[src/design/tbsg_pkg.sv]
// ----------------------------------------------------------------------------
// Broadcast schedule generator package
// Shared widths, operation codes, register map, sequencer states and the
// virtual-to-real rank mapping.
// ----------------------------------------------------------------------------
package tbsg_pkg;

  localparam int RankW  = 6;
  localparam int SizeW  = 7;
  localparam int CountW = 31;
  localparam int ProdW  = 12;
  localparam int AddrW  = 5;
  localparam int DataW  = 32;

  typedef logic [RankW-1:0]  rank_t;
  typedef logic [SizeW-1:0]  size_t;
  typedef logic [CountW-1:0] count_t;
  typedef logic [ProdW-1:0]  prod_t;

  // Operation codes carried on the result port
  typedef enum logic [1:0] {
    OP_RECV    = 2'd0,
    OP_BARRIER = 2'd1,
    OP_SEND    = 2'd2
  } op_kind_e;

  // Register indexes (byte address / 4)
  localparam logic [2:0] REG_GROUP_SIZE = 3'd0;
  localparam logic [2:0] REG_OWN_RANK   = 3'd1;
  localparam logic [2:0] REG_ROOT_RANK  = 3'd2;
  localparam logic [2:0] REG_TREE_KIND  = 3'd3;
  localparam logic [2:0] REG_FANOUT     = 3'd4;

  // Fanout setting that selects a linear (flat) broadcast
  localparam rank_t LINEAR_FANOUT = 6'd10;

  typedef enum logic [3:0] {
    S_IDLE,
    S_SETUP,
    S_DIV,
    S_KRECV,
    S_BRECV,
    S_BARRIER,
    S_MUL,
    S_KSEND,
    S_BSEND,
    S_FLUSH
  } state_e;

  // Swap virtual rank 0 and the root, keep all other ranks
  function automatic rank_t v_to_rank(input rank_t v, input rank_t root);
    rank_t r;
    r = v;
    if (v == '0) r = root;
    if (v == root) r = '0;
    return r;
  endfunction

endpackage

[src/design/tbsg_alu.sv]
// ----------------------------------------------------------------------------
// Shared adder / subtractor
// One add-or-subtract with an unsigned greater-or-equal flag, reused by the
// divide, multiply, receive-search and send steps of the schedule sequencer.
// ----------------------------------------------------------------------------
module tbsg_alu (
  input  tbsg_pkg::prod_t a_i,
  input  tbsg_pkg::prod_t b_i,
  input  logic            sub_i,
  output tbsg_pkg::prod_t sum_o,
  output logic            ge_o
);
  import tbsg_pkg::*;

  logic [ProdW:0] res;

  always_comb begin
    if (sub_i) begin
      res = {1'b0, a_i} - {1'b0, b_i};
    end else begin
      res = {1'b0, a_i} + {1'b0, b_i};
    end
  end

  assign sum_o = res[ProdW-1:0];
  // No borrow on subtract means a >= b
  assign ge_o  = sub_i & ~res[ProdW];

endmodule

[src/design/tree_broadcast_schedule_gen.sv]
// ----------------------------------------------------------------------------
// Tree broadcast schedule generator
// Sequence: a rejected request (zero count or a rank outside the group) goes
//   from setup straight to flush. A k-ary request runs setup, 6 multiply steps,
//   up to 63 sends, one closing send check and flush. A non-root k-ary node
//   adds 6 divide steps, a receive and a barrier, but then sends to at most
//   31 children.
// Throughput: one request at a time; the shared adder does one divide,
//   multiply or search step per cycle, and sends come out at most one per cycle.
// Each operation waits in the lookahead stage until the next one is generated
//   or the request flushes, then passes through the result register; the
//   receiver cannot stall.
// Reset: asynchronous, active low; only the configuration registers, the state and the valid flags are reset.
// ----------------------------------------------------------------------------
module tree_broadcast_schedule_gen #(
  parameter int MAX_NODES = 64
) (
  input  logic                clk_i,
  input  logic                rst_ni,
  // Request channel
  input  logic                start,
  output logic                busy,
  input  tbsg_pkg::count_t    element_count_i,
  // Result channel
  output logic                op_valid_o,
  output logic [1:0]          op_kind_o,
  output tbsg_pkg::rank_t     peer_rank_o,
  output tbsg_pkg::count_t    op_elements_o,
  output logic                last_op_o,
  // Configuration port
  input  logic                psel,
  input  logic                penable,
  input  logic                pwrite,
  input  logic [4:0]          paddr,
  input  logic [31:0]         pwdata,
  output logic [31:0]         prdata,
  output logic                pready
);
  import tbsg_pkg::*;

  localparam size_t MaxP = SizeW'(MAX_NODES);

  // --------------------------------------------------------------------------
  // Configuration registers
  // --------------------------------------------------------------------------
  size_t  group_size_q;
  rank_t  own_rank_q;
  rank_t  root_rank_q;
  logic   tree_kind_q;
  rank_t  fanout_q;
  logic   cfg_wr;

  assign pready = 1'b1;
  assign cfg_wr = psel & penable & pwrite;

  always_ff @(posedge clk_i or negedge rst_ni) begin
    if (!rst_ni) begin
      group_size_q <= 7'd1;
      own_rank_q   <= '0;
      root_rank_q  <= '0;
      tree_kind_q  <= 1'b0;
      fanout_q     <= 6'd2;
    end else if (cfg_wr) begin
      priority case (paddr[4:2])
        REG_GROUP_SIZE: group_size_q <= pwdata[SizeW-1:0];
        REG_OWN_RANK:   own_rank_q   <= pwdata[RankW-1:0];
        REG_ROOT_RANK:  root_rank_q  <= pwdata[RankW-1:0];
        REG_TREE_KIND:  tree_kind_q  <= pwdata[0];
        REG_FANOUT:     fanout_q     <= pwdata[RankW-1:0];
        default: ;
      endcase
    end
  end

  always_comb begin
    prdata = '0;
    priority case (paddr[4:2])
      REG_GROUP_SIZE: prdata = {{(DataW-SizeW){1'b0}}, group_size_q};
      REG_OWN_RANK:   prdata = {{(DataW-RankW){1'b0}}, own_rank_q};
      REG_ROOT_RANK:  prdata = {{(DataW-RankW){1'b0}}, root_rank_q};
      REG_TREE_KIND:  prdata = {{(DataW-1){1'b0}}, tree_kind_q};
      REG_FANOUT:     prdata = {{(DataW-RankW){1'b0}}, fanout_q};
      default:        prdata = '0;
    endcase
  end

  // --------------------------------------------------------------------------
  // Sequencer state and datapath registers
  // --------------------------------------------------------------------------
  state_e state_q, state_d;
  count_t count_q, count_d;
  size_t  p_q, p_d;           // clamped group size
  rank_t  vrank_q, vrank_d;   // own virtual rank
  rank_t  f_q, f_d;           // effective fanout
  logic [2:0] step_q, step_d; // divide / multiply step, or binomial round
  rank_t  rem_q, rem_d;       // divider remainder
  rank_t  num_q, num_d;       // divider dividend, shifted out MSB first
  rank_t  quo_q, quo_d;       // divider quotient
  prod_t  acc_q, acc_d;       // product, then current child
  prod_t  mcand_q, mcand_d;   // multiplicand, shifted left each step
  rank_t  mplier_q, mplier_d; // multiplier, shifted right each step
  rank_t  left_q, left_d;     // sends still allowed by the fanout

  logic   accept;
  assign accept = start & ~busy;
  assign busy   = (state_q != S_IDLE);

  // Request setup, worked out from the registers in the setup cycle
  size_t  p_c;
  rank_t  vrank_c;
  rank_t  f_c;
  logic   bad_c;

  always_comb begin
    if (group_size_q == '0) begin
      p_c = 7'd1;
    end else if (group_size_q > MaxP) begin
      p_c = MaxP;
    end else begin
      p_c = group_size_q;
    end

    bad_c = (count_q == '0) || ({1'b0, own_rank_q} >= p_c) ||
            ({1'b0, root_rank_q} >= p_c);

    vrank_c = own_rank_q;
    if (own_rank_q == '0) vrank_c = root_rank_q;
    if (own_rank_q == root_rank_q) vrank_c = '0;

    f_c = fanout_q;
    if (fanout_q == LINEAR_FANOUT) begin
      f_c = (p_c > 7'd1) ? RankW'(p_c - 7'd1) : 6'd1;
    end
    if (f_c == '0) f_c = 6'd1;
  end

  // Binomial round weight, 2^round
  size_t pw;
  assign pw = size_t'(1) << step_q;

  // --------------------------------------------------------------------------
  // Shared adder
  // --------------------------------------------------------------------------
  prod_t alu_a, alu_b, alu_sum;
  logic  alu_sub, alu_ge;

  tbsg_alu u_alu (
    .a_i   (alu_a),
    .b_i   (alu_b),
    .sub_i (alu_sub),
    .sum_o (alu_sum),
    .ge_o  (alu_ge)
  );

  // Candidate operation from the sequencer
  logic     gen_valid;
  op_kind_e gen_kind;
  rank_t    gen_peer;

  logic brecv_match;
  logic ksend_ok;
  logic bsend_more;
  logic bsend_ok;

  assign brecv_match = (({1'b0, vrank_q} >> step_q) == 7'd1);
  assign ksend_ok    = (left_q != '0) && (alu_sum < prod_t'(p_q));
  assign bsend_more  = (pw < p_q);
  assign bsend_ok    = (vrank_q == '0) ||
                       (({1'b0, vrank_q} < pw) && (alu_sum < prod_t'(p_q)));

  // --------------------------------------------------------------------------
  // Next state
  // --------------------------------------------------------------------------
  always_comb begin
    state_d = state_q;
    unique case (state_q)
      S_IDLE: begin
        if (accept) state_d = S_SETUP;
      end
      S_SETUP: begin
        if (bad_c) begin
          state_d = S_FLUSH;
        end else if (vrank_c != '0) begin
          state_d = tree_kind_q ? S_DIV : S_BRECV;
        end else begin
          state_d = tree_kind_q ? S_MUL : S_BSEND;
        end
      end
      S_DIV: begin
        if (step_q == 3'd5) state_d = S_KRECV;
      end
      S_KRECV:   state_d = S_BARRIER;
      S_BRECV: begin
        if (brecv_match) state_d = S_BARRIER;
      end
      S_BARRIER: state_d = tree_kind_q ? S_MUL : S_BSEND;
      S_MUL: begin
        if (step_q == 3'd5) state_d = S_KSEND;
      end
      S_KSEND: begin
        if (!ksend_ok) state_d = S_FLUSH;
      end
      S_BSEND: begin
        if (!bsend_more) state_d = S_FLUSH;
      end
      S_FLUSH:   state_d = S_IDLE;
      default:   state_d = S_IDLE;
    endcase
  end

  // --------------------------------------------------------------------------
  // Sequencer outputs: adder operands and candidate operation
  // --------------------------------------------------------------------------
  always_comb begin
    alu_a     = '0;
    alu_b     = '0;
    alu_sub   = 1'b0;
    gen_valid = 1'b0;
    gen_kind  = OP_SEND;
    gen_peer  = '0;
    unique case (state_q)
      S_DIV: begin
        // Shift in the next dividend bit, trial-subtract the fanout
        alu_a   = prod_t'({rem_q, num_q[RankW-1]});
        alu_b   = prod_t'(f_q);
        alu_sub = 1'b1;
      end
      S_KRECV: begin
        gen_valid = 1'b1;
        gen_kind  = OP_RECV;
        gen_peer  = v_to_rank(quo_q, root_rank_q);
      end
      S_BRECV: begin
        // Parent is the virtual rank with its top bit cleared
        alu_a   = prod_t'(vrank_q);
        alu_b   = prod_t'(pw);
        alu_sub = 1'b1;
        if (brecv_match) begin
          gen_valid = 1'b1;
          gen_kind  = OP_RECV;
          gen_peer  = v_to_rank(alu_sum[RankW-1:0], root_rank_q);
        end
      end
      S_BARRIER: begin
        gen_valid = 1'b1;
        gen_kind  = OP_BARRIER;
        gen_peer  = '0;
      end
      S_MUL: begin
        alu_a = acc_q;
        alu_b = mcand_q;
      end
      S_KSEND: begin
        alu_a = acc_q;
        alu_b = prod_t'(1);
        if (ksend_ok) begin
          gen_valid = 1'b1;
          gen_kind  = OP_SEND;
          gen_peer  = v_to_rank(alu_sum[RankW-1:0], root_rank_q);
        end
      end
      S_BSEND: begin
        alu_a = prod_t'(vrank_q);
        alu_b = prod_t'(pw);
        if (bsend_more && bsend_ok) begin
          gen_valid = 1'b1;
          gen_kind  = OP_SEND;
          gen_peer  = v_to_rank(alu_sum[RankW-1:0], root_rank_q);
        end
      end
      S_IDLE, S_SETUP, S_FLUSH: ;
      default: ;
    endcase
  end

  // --------------------------------------------------------------------------
  // Datapath next values
  // --------------------------------------------------------------------------
  always_comb begin
    count_d  = count_q;
    p_d      = p_q;
    vrank_d  = vrank_q;
    f_d      = f_q;
    step_d   = step_q;
    rem_d    = rem_q;
    num_d    = num_q;
    quo_d    = quo_q;
    acc_d    = acc_q;
    mcand_d  = mcand_q;
    mplier_d = mplier_q;
    left_d   = left_q;
    unique case (state_q)
      S_IDLE: begin
        if (accept) count_d = element_count_i;
      end
      S_SETUP: begin
        p_d      = p_c;
        vrank_d  = vrank_c;
        f_d      = f_c;
        step_d   = '0;
        rem_d    = '0;
        num_d    = vrank_c - 6'd1;
        quo_d    = '0;
        acc_d    = '0;
        mcand_d  = prod_t'(f_c);
        mplier_d = vrank_c;
        left_d   = f_c;
      end
      S_DIV: begin
        rem_d  = alu_ge ? alu_sum[RankW-1:0] : alu_a[RankW-1:0];
        quo_d  = {quo_q[RankW-2:0], alu_ge};
        num_d  = num_q << 1;
        step_d = (step_q == 3'd5) ? 3'd0 : step_q + 3'd1;
      end
      S_BRECV: begin
        step_d = brecv_match ? 3'd0 : step_q + 3'd1;
      end
      S_BARRIER: begin
        step_d = '0;
      end
      S_MUL: begin
        if (mplier_q[0]) acc_d = alu_sum;
        mcand_d  = mcand_q << 1;
        mplier_d = mplier_q >> 1;
        step_d   = (step_q == 3'd5) ? 3'd0 : step_q + 3'd1;
      end
      S_KSEND: begin
        if (ksend_ok) begin
          acc_d  = alu_sum;
          left_d = left_q - 6'd1;
        end
      end
      S_BSEND: begin
        if (bsend_more) step_d = step_q + 3'd1;
      end
      S_KRECV, S_FLUSH: ;
      default: ;
    endcase
  end

  always_ff @(posedge clk_i or negedge rst_ni) begin
    if (!rst_ni) begin
      state_q <= S_IDLE;
    end else begin
      state_q <= state_d;
    end
  end

  always_ff @(posedge clk_i) begin
    count_q  <= count_d;
    p_q      <= p_d;
    vrank_q  <= vrank_d;
    f_q      <= f_d;
    step_q   <= step_d;
    rem_q    <= rem_d;
    num_q    <= num_d;
    quo_q    <= quo_d;
    acc_q    <= acc_d;
    mcand_q  <= mcand_d;
    mplier_q <= mplier_d;
    left_q   <= left_d;
  end

  // --------------------------------------------------------------------------
  // Lookahead stage: hold one operation until the next one (or the end of
  // the request) shows whether it is the last.
  // --------------------------------------------------------------------------
  logic     pend_valid_q;
  op_kind_e pend_kind_q;
  rank_t    pend_peer_q;
  logic     out_fire;
  logic     out_last;

  assign out_last = (state_q == S_FLUSH);
  assign out_fire = pend_valid_q & (gen_valid | out_last);

  always_ff @(posedge clk_i or negedge rst_ni) begin
    if (!rst_ni) begin
      pend_valid_q <= 1'b0;
    end else if (gen_valid) begin
      pend_valid_q <= 1'b1;
    end else if (out_last) begin
      pend_valid_q <= 1'b0;
    end
  end

  always_ff @(posedge clk_i) begin
    if (gen_valid) begin
      pend_kind_q <= gen_kind;
      pend_peer_q <= gen_peer;
    end
  end

  // --------------------------------------------------------------------------
  // Result register
  // --------------------------------------------------------------------------
  logic     op_valid_q;
  op_kind_e op_kind_q;
  rank_t    peer_q;
  count_t   elems_q;
  logic     last_q;

  always_ff @(posedge clk_i or negedge rst_ni) begin
    if (!rst_ni) begin
      op_valid_q <= 1'b0;
    end else begin
      op_valid_q <= out_fire;
    end
  end

  always_ff @(posedge clk_i) begin
    if (out_fire) begin
      op_kind_q <= pend_kind_q;
      peer_q    <= pend_peer_q;
      elems_q   <= (pend_kind_q == OP_BARRIER) ? '0 : count_q;
      last_q    <= out_last;
    end
  end

  assign op_valid_o    = op_valid_q;
  assign op_kind_o     = op_kind_q;
  assign peer_rank_o   = peer_q;
  assign op_elements_o = elems_q;
  assign last_op_o     = last_q;

endmodule
[config.mk]
export PLATFORM = sky130hd
export DESIGN_NAME = tree_broadcast_schedule_gen
export DESIGN_NICKNAME = d
export VERILOG_FILES = /design/src/design/tbsg_pkg.sv /design/src/design/tbsg_alu.sv /design/src/design/tree_broadcast_schedule_gen.sv
export SDC_FILE = /design/constraint.sdc
export NUM_CORES = 1
export LEC_CHECK = 0
export ABC_AREA = 1
export BUFFER_PORTS_ARGS = -buffer_cell sky130_fd_sc_hd__buf_2
export CORE_ASPECT_RATIO = 1.4
export CORE_UTILIZATION = 54
export DETAILED_ROUTE_END_ITERATION = 10
export PLACE_DENSITY = 0.82
export SETUP_SLACK_MARGIN = 0.02
export SLEW_MARGIN = 20
export SYNTH_ARGS = -nofsm -noshare
export SYNTH_HDL_FRONTEND = slang
export SYNTH_HIERARCHICAL = 1
export SYNTH_SLANG_ARGS = --single-unit
[constraint.sdc]
create_clock -name clk_i -period 6.2 [get_ports clk_i]
set_clock_uncertainty 0.2 [all_clocks]
set_input_delay 0.31 -clock clk_i [delete_from_list [all_inputs] [get_ports clk_i]]
set_output_delay 0.31 -clock clk_i [all_outputs]
set_load 0.05 [all_outputs]
---- Yosys cells after proc, flatten, opt, wreduce, memory -nomap -nowiden ----
Cells that the tools add are included.
storage, ports and cells
  ROM bits ................................ 0
  bits in writable memories ............... 0
  output and inout port bits .............. 75
  latch bits .............................. 0
  word-level logic and storage cells ...... 172
  flip-flop bits (word level) ............. 187
  memories kept ........................... 0
  input bits .............................. 74
operators by class
  $add $sub $neg .......................... 6
  reduce and logical (&&, ||, !) cells .... 40
  order comparisons ....................... 7
  multiplexer cells ....................... 54
  bitwise logic cells ..................... 8
  divide/modulo/power cells ............... 0
  $mul .................................... 0
  shift-type cells ........................ 2
  equality and inequality tests ........... 29
operators by type and width
  cell                 count
  $mux 6               14
  $pmux 12 s3          2
  $pmux 6 s2           5
  $pmux 12 s4          1
  $mux 4               9
  $pmux 4 s9           1
  $pmux 7 s5           1
  $logic_not 31->1     1
  $logic_not 6->1      5
  $mux 12              2
  $pmux 12 s2          1
  $pmux 6 s4           1
  $eq 6x6->1           3
  $ne 2x2->1 const B   9
  $sub 6x1->6 const B  3
  $eq 4x3->1 const B   4
  $reduce_and 2->1     8
  $ge 6x7->1           2
  $mux 7               2
  $add 12x12->13       1
  $mux 13              1
  $sub 12x12->13       1
  $lt 12x7->1          1
  $mux 3               4
  other kinds (36)     64

---- Logic depth before layout (Yosys ltp) ----
  depth in word-level cells ............... 13
  mapped depth ............................ 35

---- By module ----
The synthesis kept the hierarchy.
by module, submodules not included
  module                       instances  sequential area each (um^2)  cells each  area an instance (um^2)
  tree_broadcast_schedule_gen  1          5,457.7                      1,028       9,786.9
  tbsg_alu                     1          0.0                          198         1,026.0

---- Worst setup path after synthesis ----
No wires, ideal clock.
  kind .................................... register to register
  start point ............................. reg state_q[3]
  end point ............................... reg last_q, in the netlist last_op_o (enable)
  data required time ...................... 5.605 ns
  period minus slack after synthesis ...... 5.340 ns
  arrival time ............................ 4.745 ns
  slack ................................... 0.860 ns
  buffers on the path ..................... 0
  cell stages (with the launch flop) ...... 27
  cell sequence ........................... dfrtp_1 > nor2_2 > inv_2 > nor2_1 > inv_1 > nand2_1 > inv_1 > o2111ai_1 > inv_1 > ha_1 > o21ai_0 > ha_1 > nand3_1 > nand3_2 > nand2_1 > nand2_1 > xor2_1 > ha_1 > a21oi_1 > nor2_1 > nor3_2 > nand4_2 > nand2_2 > nand2_2 > nand3_1 > nand2_1 > inv_1
between the ends
  word-level cells in the longest chain between the ends .. 13
RTL lines
  element                                                  RTL line                                                                RTL
  start: declaration                                       tree_broadcast_schedule_gen.sv:90                                       state_e state_q, state_d;
  start signal: assignment                                 tree_broadcast_schedule_gen.sv:345                                      state_q <= state_d;
  $eq 4x4->1 / $eq 4x3->1 (equally long branches)          tree_broadcast_schedule_gen.sv:221                                      unique case (state_q)
  $reduce_or 2->1 (no source line)                         -
  $pmux 12 s4 *                                            tree_broadcast_schedule_gen.sv:221
  via alu_b[0]                                             tree_broadcast_schedule_gen.sv:144                                      prod_t alu_a, alu_b, alu_sum;
  $add 12x12->13 / $sub 12x12->13 (equally long branches)  tbsg_alu.sv:21, tbsg_alu.sv:19
  $mux 13 *                                                tbsg_alu.sv:18                                                          if (sub_i) begin
  via alu_sum[5]                                           tree_broadcast_schedule_gen.sv:144
  $lt 12x7->1 *                                            tree_broadcast_schedule_gen.sv:166, tree_broadcast_schedule_gen.sv:169
  $logic_and 1x1->1                                        tree_broadcast_schedule_gen.sv:169                                      (({1'b0, vrank_q} < pw) && (alu_sum < prod_t'(p_q)));
  $logic_or 1x1->1                                         tree_broadcast_schedule_gen.sv:168                                      assign bsend_ok = (vrank_q == '0) ||
  $logic_and 1x1->1                                        tree_broadcast_schedule_gen.sv:265                                      if (bsend_more && bsend_ok) begin
  $mux 1                                                   tree_broadcast_schedule_gen.sv:265
  $pmux 1 s4 *                                             tree_broadcast_schedule_gen.sv:221
  $or 1x1->1 *                                             tree_broadcast_schedule_gen.sv:375                                      assign out_fire = pend_valid_q & (gen_valid | out_last);
  $and 1x1->1 *                                            tree_broadcast_schedule_gen.sv:375
  via out_fire                                             tree_broadcast_schedule_gen.sv:371                                      logic out_fire;
  end signal: assignment                                   tree_broadcast_schedule_gen.sv:416                                      last_q <= out_last;
  end: declaration                                         tree_broadcast_schedule_gen.sv:401                                      logic last_q;
Mark *: on every way through the listed nets, which the timed path passes. The rest lies on a longest branch.
A chain may end at the register's enable or synchronous reset.

---- Final worst setup path ----
  start point ............................. reg state_q[3]
  end point ............................... reg elems_q[30], in the netlist op_elements_o[30] (enable)
between the ends
  word-level cells in the longest chain between the ends .. 13
RTL lines
  element                                                  RTL line                                                                RTL
  $eq 4x4->1 / $eq 4x3->1 (equally long branches)          tree_broadcast_schedule_gen.sv:221
  $reduce_or 2->1 (no source line)                         -
  $pmux 12 s4 *                                            tree_broadcast_schedule_gen.sv:221
  via alu_b[0]                                             tree_broadcast_schedule_gen.sv:144
  $add 12x12->13 / $sub 12x12->13 (equally long branches)  tbsg_alu.sv:21, tbsg_alu.sv:19
  $mux 13 *                                                tbsg_alu.sv:18
  via alu_sum[5]                                           tree_broadcast_schedule_gen.sv:144
  $lt 12x7->1 *                                            tree_broadcast_schedule_gen.sv:166, tree_broadcast_schedule_gen.sv:169
  $logic_and 1x1->1                                        tree_broadcast_schedule_gen.sv:169
  $logic_or 1x1->1                                         tree_broadcast_schedule_gen.sv:168
  $logic_and 1x1->1                                        tree_broadcast_schedule_gen.sv:265
  $mux 1                                                   tree_broadcast_schedule_gen.sv:265
  $pmux 1 s4 *                                             tree_broadcast_schedule_gen.sv:221
  $or 1x1->1 *                                             tree_broadcast_schedule_gen.sv:375
  $and 1x1->1 *                                            tree_broadcast_schedule_gen.sv:375
  via out_fire                                             tree_broadcast_schedule_gen.sv:371
  end signal: assignment                                   tree_broadcast_schedule_gen.sv:415                                      elems_q <= (pend_kind_q == OP_BARRIER) ? '0 : count_q;
  end: declaration                                         tree_broadcast_schedule_gen.sv:400                                      count_t elems_q;
Marks and branches as above.

==> impl_metrics.env <==
export IMPL_use_met2=0.4960
export IMPL_finalMaxSlewViolations=0
export IMPL_tns_ns=0
export IMPL_critical_path_class="register to register"
export IMPL_min_to="tree_kind_q"
export IMPL_ys_seq_elements=187
export IMPL_fin_crit_sh=0.9107
export IMPL_worstPathMaxFanout=38
export IMPL_grt_usage=0.2689
export IMPL_ant_nets=0
export IMPL_reg2reg_to="op_elements_o[30]"
export IMPL_io_buffers=95
export IMPL_num_rows=60
export IMPL_clockBufferDepth=2
export IMPL_min_path_type="input port to register"
export IMPL_startpoint_type="register"
export IMPL_synth_cell_type_count=55
export IMPL_p_leak_nw=5.926
export IMPL_fin_util=0.6383
export IMPL_hpwlAfterDp_mm=19.33
export IMPL_synth_enable_flop_cells=155
export IMPL_ys_warnings_count=6
export IMPL_hold_path_startpoint="pwdata[0]"
export IMPL_gp_congestion=0.9276
export IMPL_grt_pass1_vias=8648
export IMPL_crit_required_ns=6.13
export IMPL_root_buffer="clkbuf_16"
export IMPL_cts_tree="built"
export IMPL_clock_sinks=187
export IMPL_finalWirelength_mm=26.55
export IMPL_worst_path_buf_inv=6
export IMPL_power_share_switching=0.4924
export IMPL_arrival_ns=5.57
export IMPL_initial_core_util=0.5561
export IMPL_slowest_delay_ns=0.47
export IMPL_placed_area_mm2=0.01146
export IMPL_clkLatencyLatePin_ns=0.45
export IMPL_dieArea_mm2=0.02060
export IMPL_clockPowerShare=0.157
export IMPL_synth_cells=1226
export IMPL_rrSetupSlack_ns=0.55
export IMPL_cap_violations=0
export IMPL_nets=1485
export IMPL_fillers=1568
export IMPL_power_density_mw_per_mm2=571.9
export IMPL_rsz0062_at_grt="false"
export IMPL_post_cts_setup_buffers=0
export IMPL_ctsResizeCount=0
export IMPL_worst_slew_pin_slew_ns=0.8706
export IMPL_final_cell_area_mm2=0.01241
export IMPL_fmax_mhz=177.1
export IMPL_antenna_found_initial=0
export IMPL_post_drt_wl_per_cell_um=16.41
export IMPL_grtUsageMet3=0.04368
export IMPL_syn_to_final_growth_pct=14.78
export IMPL_r2r_start="state_q[3]"
export IMPL_postSynth_asyncResetShare=0.1711
export IMPL_ys_seq_area_frac=0.5047
export IMPL_drt_iter0_drc=672
export IMPL_p_int_mw=3.602
export IMPL_power_frac_seq=0.302
export IMPL_maxSlewHeadroom=0.4182
export IMPL_ir_drop_mv=0.3177
export IMPL_critPathCaptureType="register"
export IMPL_cts_made_buffers=17
export IMPL_use_met1=0.2811
export IMPL_hold_path_depth=3
export IMPL_finalCriticalPeriod_ns=5.646
export IMPL_final_layout_size_suffix_gt1_frac=0.1489
export IMPL_setup_viol=0
export IMPL_outcome="complete, no violations"
export IMPL_cts_htree_levels=4
export IMPL_viasPerCell=5.408
export IMPL_synth_flop_cell="edfxtp_1"
export IMPL_grt_max_degree=39
export IMPL_p_sw_mw=3.495
export IMPL_dr_pass1_iters=5
export IMPL_drc=0
export IMPL_final_hold_violation_count=0
export IMPL_rr_worst_depth=27
export IMPL_slowest_stage="dfrtp_1"
export IMPL_grt_busiest_layer="met2"
export IMPL_grt_pass1_wl_mm=42.03
export IMPL_die_w_um=121.6
export IMPL_synth_area_per_cell_um2=8.820
export IMPL_p_total_mw=7.097
export IMPL_coreArea_mm2=0.01944
export IMPL_die_y_um=169.4
export IMPL_synth_area_mm2=0.01081
export IMPL_worst_path_dominant_cell_family="simple AND/OR/NAND/NOR gates"
export IMPL_overflow=0
export IMPL_clk_pin_slew_ns=0.09
export IMPL_pwr_share_comb=0.541
export IMPL_ios=149
export IMPL_diodes=0
export IMPL_vias=8750
## layout make-up
| class | instances | area [um2] | area share |
|---|---|---|---|
| clock buffers | 17 | 425.4 | 0.03428 |
| clock inverters | 15 | 185.2 | 0.01492 |
| inverters | 223 | 837.1 | 0.06745 |
| multi-input cells | 790 | 4302 | 0.3466 |
| flip-flops and latches | 187 | 5458 | 0.4398 |
| well taps | 248 | 310.3 | 0.02500 |
| repair buffers | 138 | 893.4 | 0.07198 |
## Yosys cell counts (3+ instances only)
cell type    n  share of area
nand2_1    265          0.092
inv_1      206          0.072
edfxtp_1   155           0.43
nor2_1     150          0.052
o21ai_0     58          0.027
ha_1        53          0.061
nand3_1     37          0.017
dfrtp_1     30          0.069
a21oi_1     29          0.013
buf_4       26          0.018
xor2_1      24          0.019
nand4_1     22          0.013
inv_2       17         0.0059
clkbuf_1    14         0.0049
nand2_2     12         0.0069
a221oi_1    10         0.0081
o22ai_1     10         0.0058
or2_2        8         0.0046
xnor2_1      8         0.0065
nor3_1       7         0.0032
nor2_2       6         0.0035
o211ai_1     6         0.0042
o21ai_2      6         0.0049
buf_2        5         0.0023
nor4_1       5         0.0029
a22oi_1      4         0.0028
o2111ai_1    4         0.0032
a211oi_1     3         0.0021
a221o_1      3         0.0028
a31oi_1      3         0.0017
buf_6        3         0.0031
nand3_2      3         0.0028
o21bai_1     3         0.0021
## logic make-up (layout without fill, tap and decap cells)
kind of cell / count (synthesis) / count (layout) / synth area share
buf+inv: 273 / 393 / 0.1069
flops: 187 / 187 / 0.5047
compound gates: 149 / 149 / 0.08679
fa+ha+maj: 54 / 54 / 0.06318
xor+xnor: 32 / 32 / 0.02592
other cells: 2 / 26 / 0.0006945
simple gates: 529 / 529 / 0.2118
## cells in the final DEF (no fill, tap or decap), drive strengths merged, types with 10 or more instances in the layout
cell,Yosys,routed
o21ai,67,67
a21oi,30,30
nand3,40,40
xor2,24,24
buf,35,105
conb,2,26
nand4,26,26
nand2,277,277
a221oi,10,10
o22ai,10,10
ha,53,53
edfxtp,155,155
nor2,158,158
clkbuf,14,17
dlygate4sd3,0,33
inv,223,231
dfrtp,30,30
## per-layer routing
metal  wire length (um)  up-vias
met3               1259      105
met5                  0        -
met2              14200      379
met4               1534        0
met1               9550     4045
li1                   -     4221
## timing repair
item	in CTS	in global routing
setup endpoints to repair	0	0
hold buffers	33	0
endpoints found under the hold margin	62	0
## how the worst max path moves through the flow
stage / slack (ns) / startpoint / end / cells after the start
2_1_floorplan: 0.86 / state_q[3] / last_op_o / 26
5_1_grt: 0.15 / state_q[3] / op_elements_o[30] / 27
4_1_cts: 0.64 / state_q[3] / op_elements_o[30] / 27
6_report: 0.55 / state_q[3] / op_elements_o[30] / 27
3_3_place_gp: 0.81 / state_q[3] / peer_rank_o[1] / 27
3_5_place_dp: 0.69 / state_q[3] / op_elements_o[30] / 27
## state kept, by name (all words and copies together), names as in the netlist, 6 cells and up
| register | cells |
|---|---|
| count_q | 31 |
| op_elements_o | 31 |
| acc_q | 12 |
| mcand_q | 12 |
| group_size_q | 7 |
| p_q | 7 |
| f_q | 6 |
| fanout_q | 6 |
| left_q | 6 |
| mplier_q | 6 |
| num_q | 6 |
| own_rank_q | 6 |
| peer_rank_o | 6 |
| pend_peer_q | 6 |
| quo_q | 6 |
| rem_q | 6 |
| root_rank_q | 6 |
| vrank_q | 6 |
## worst reg2reg max path, cell delays in order (launching register included)
cell and delay [ns]:
dfrtp_1 0.47, nor2_2 0.20, inv_2 0.09, nor2_1 0.12, inv_1 0.12, nand2_1 0.16
inv_1 0.13, o2111ai_1 0.27, inv_1 0.12, ha_1 0.30, o21ai_0 0.32, ha_1 0.32
nand3_1 0.10, nand3_2 0.11, nand2_1 0.08, nand2_1 0.06, xor2_1 0.35, ha_1 0.33
a21oi_1 0.16, nor2_1 0.06, nor3_2 0.17, nand4_2 0.22, nand2_2 0.18, nand2_2 0.10
nand3_1 0.11, nand2_1 0.05, inv_1 0.16, buf_12 0.26
## power by group through the flow
stage | clock [mW] | sequential [mW] | combinational [mW]
6_report | 1.12 | 2.14 | 3.84
3_5_place_dp | 0 | 2.16 | 3.73
3_3_place_gp | 0 | 2.13 | 3.62
2_1_floorplan | 0 | 2.36 | 2.58
5_1_grt | 1.17 | 2.17 | 4.30
4_1_cts | 1.13 | 2.13 | 3.78
## metrics by stage
step / std cells / setup slack, ns / hold slack, ns
floorplan: 1250 / 0.8602 / -0.1856
global placement: 1553 / 0.8136 / 0.2006
finish: 1618 / 0.5539 / 0.006396
CTS: 1618 / 0.6431 / 0.003663
global route: 1618 / 0.1475 / 0.02081
detailed placement: 1553 / 0.6907 / 0.2054
Note: power is estimated with default switching activity, not from simulation.
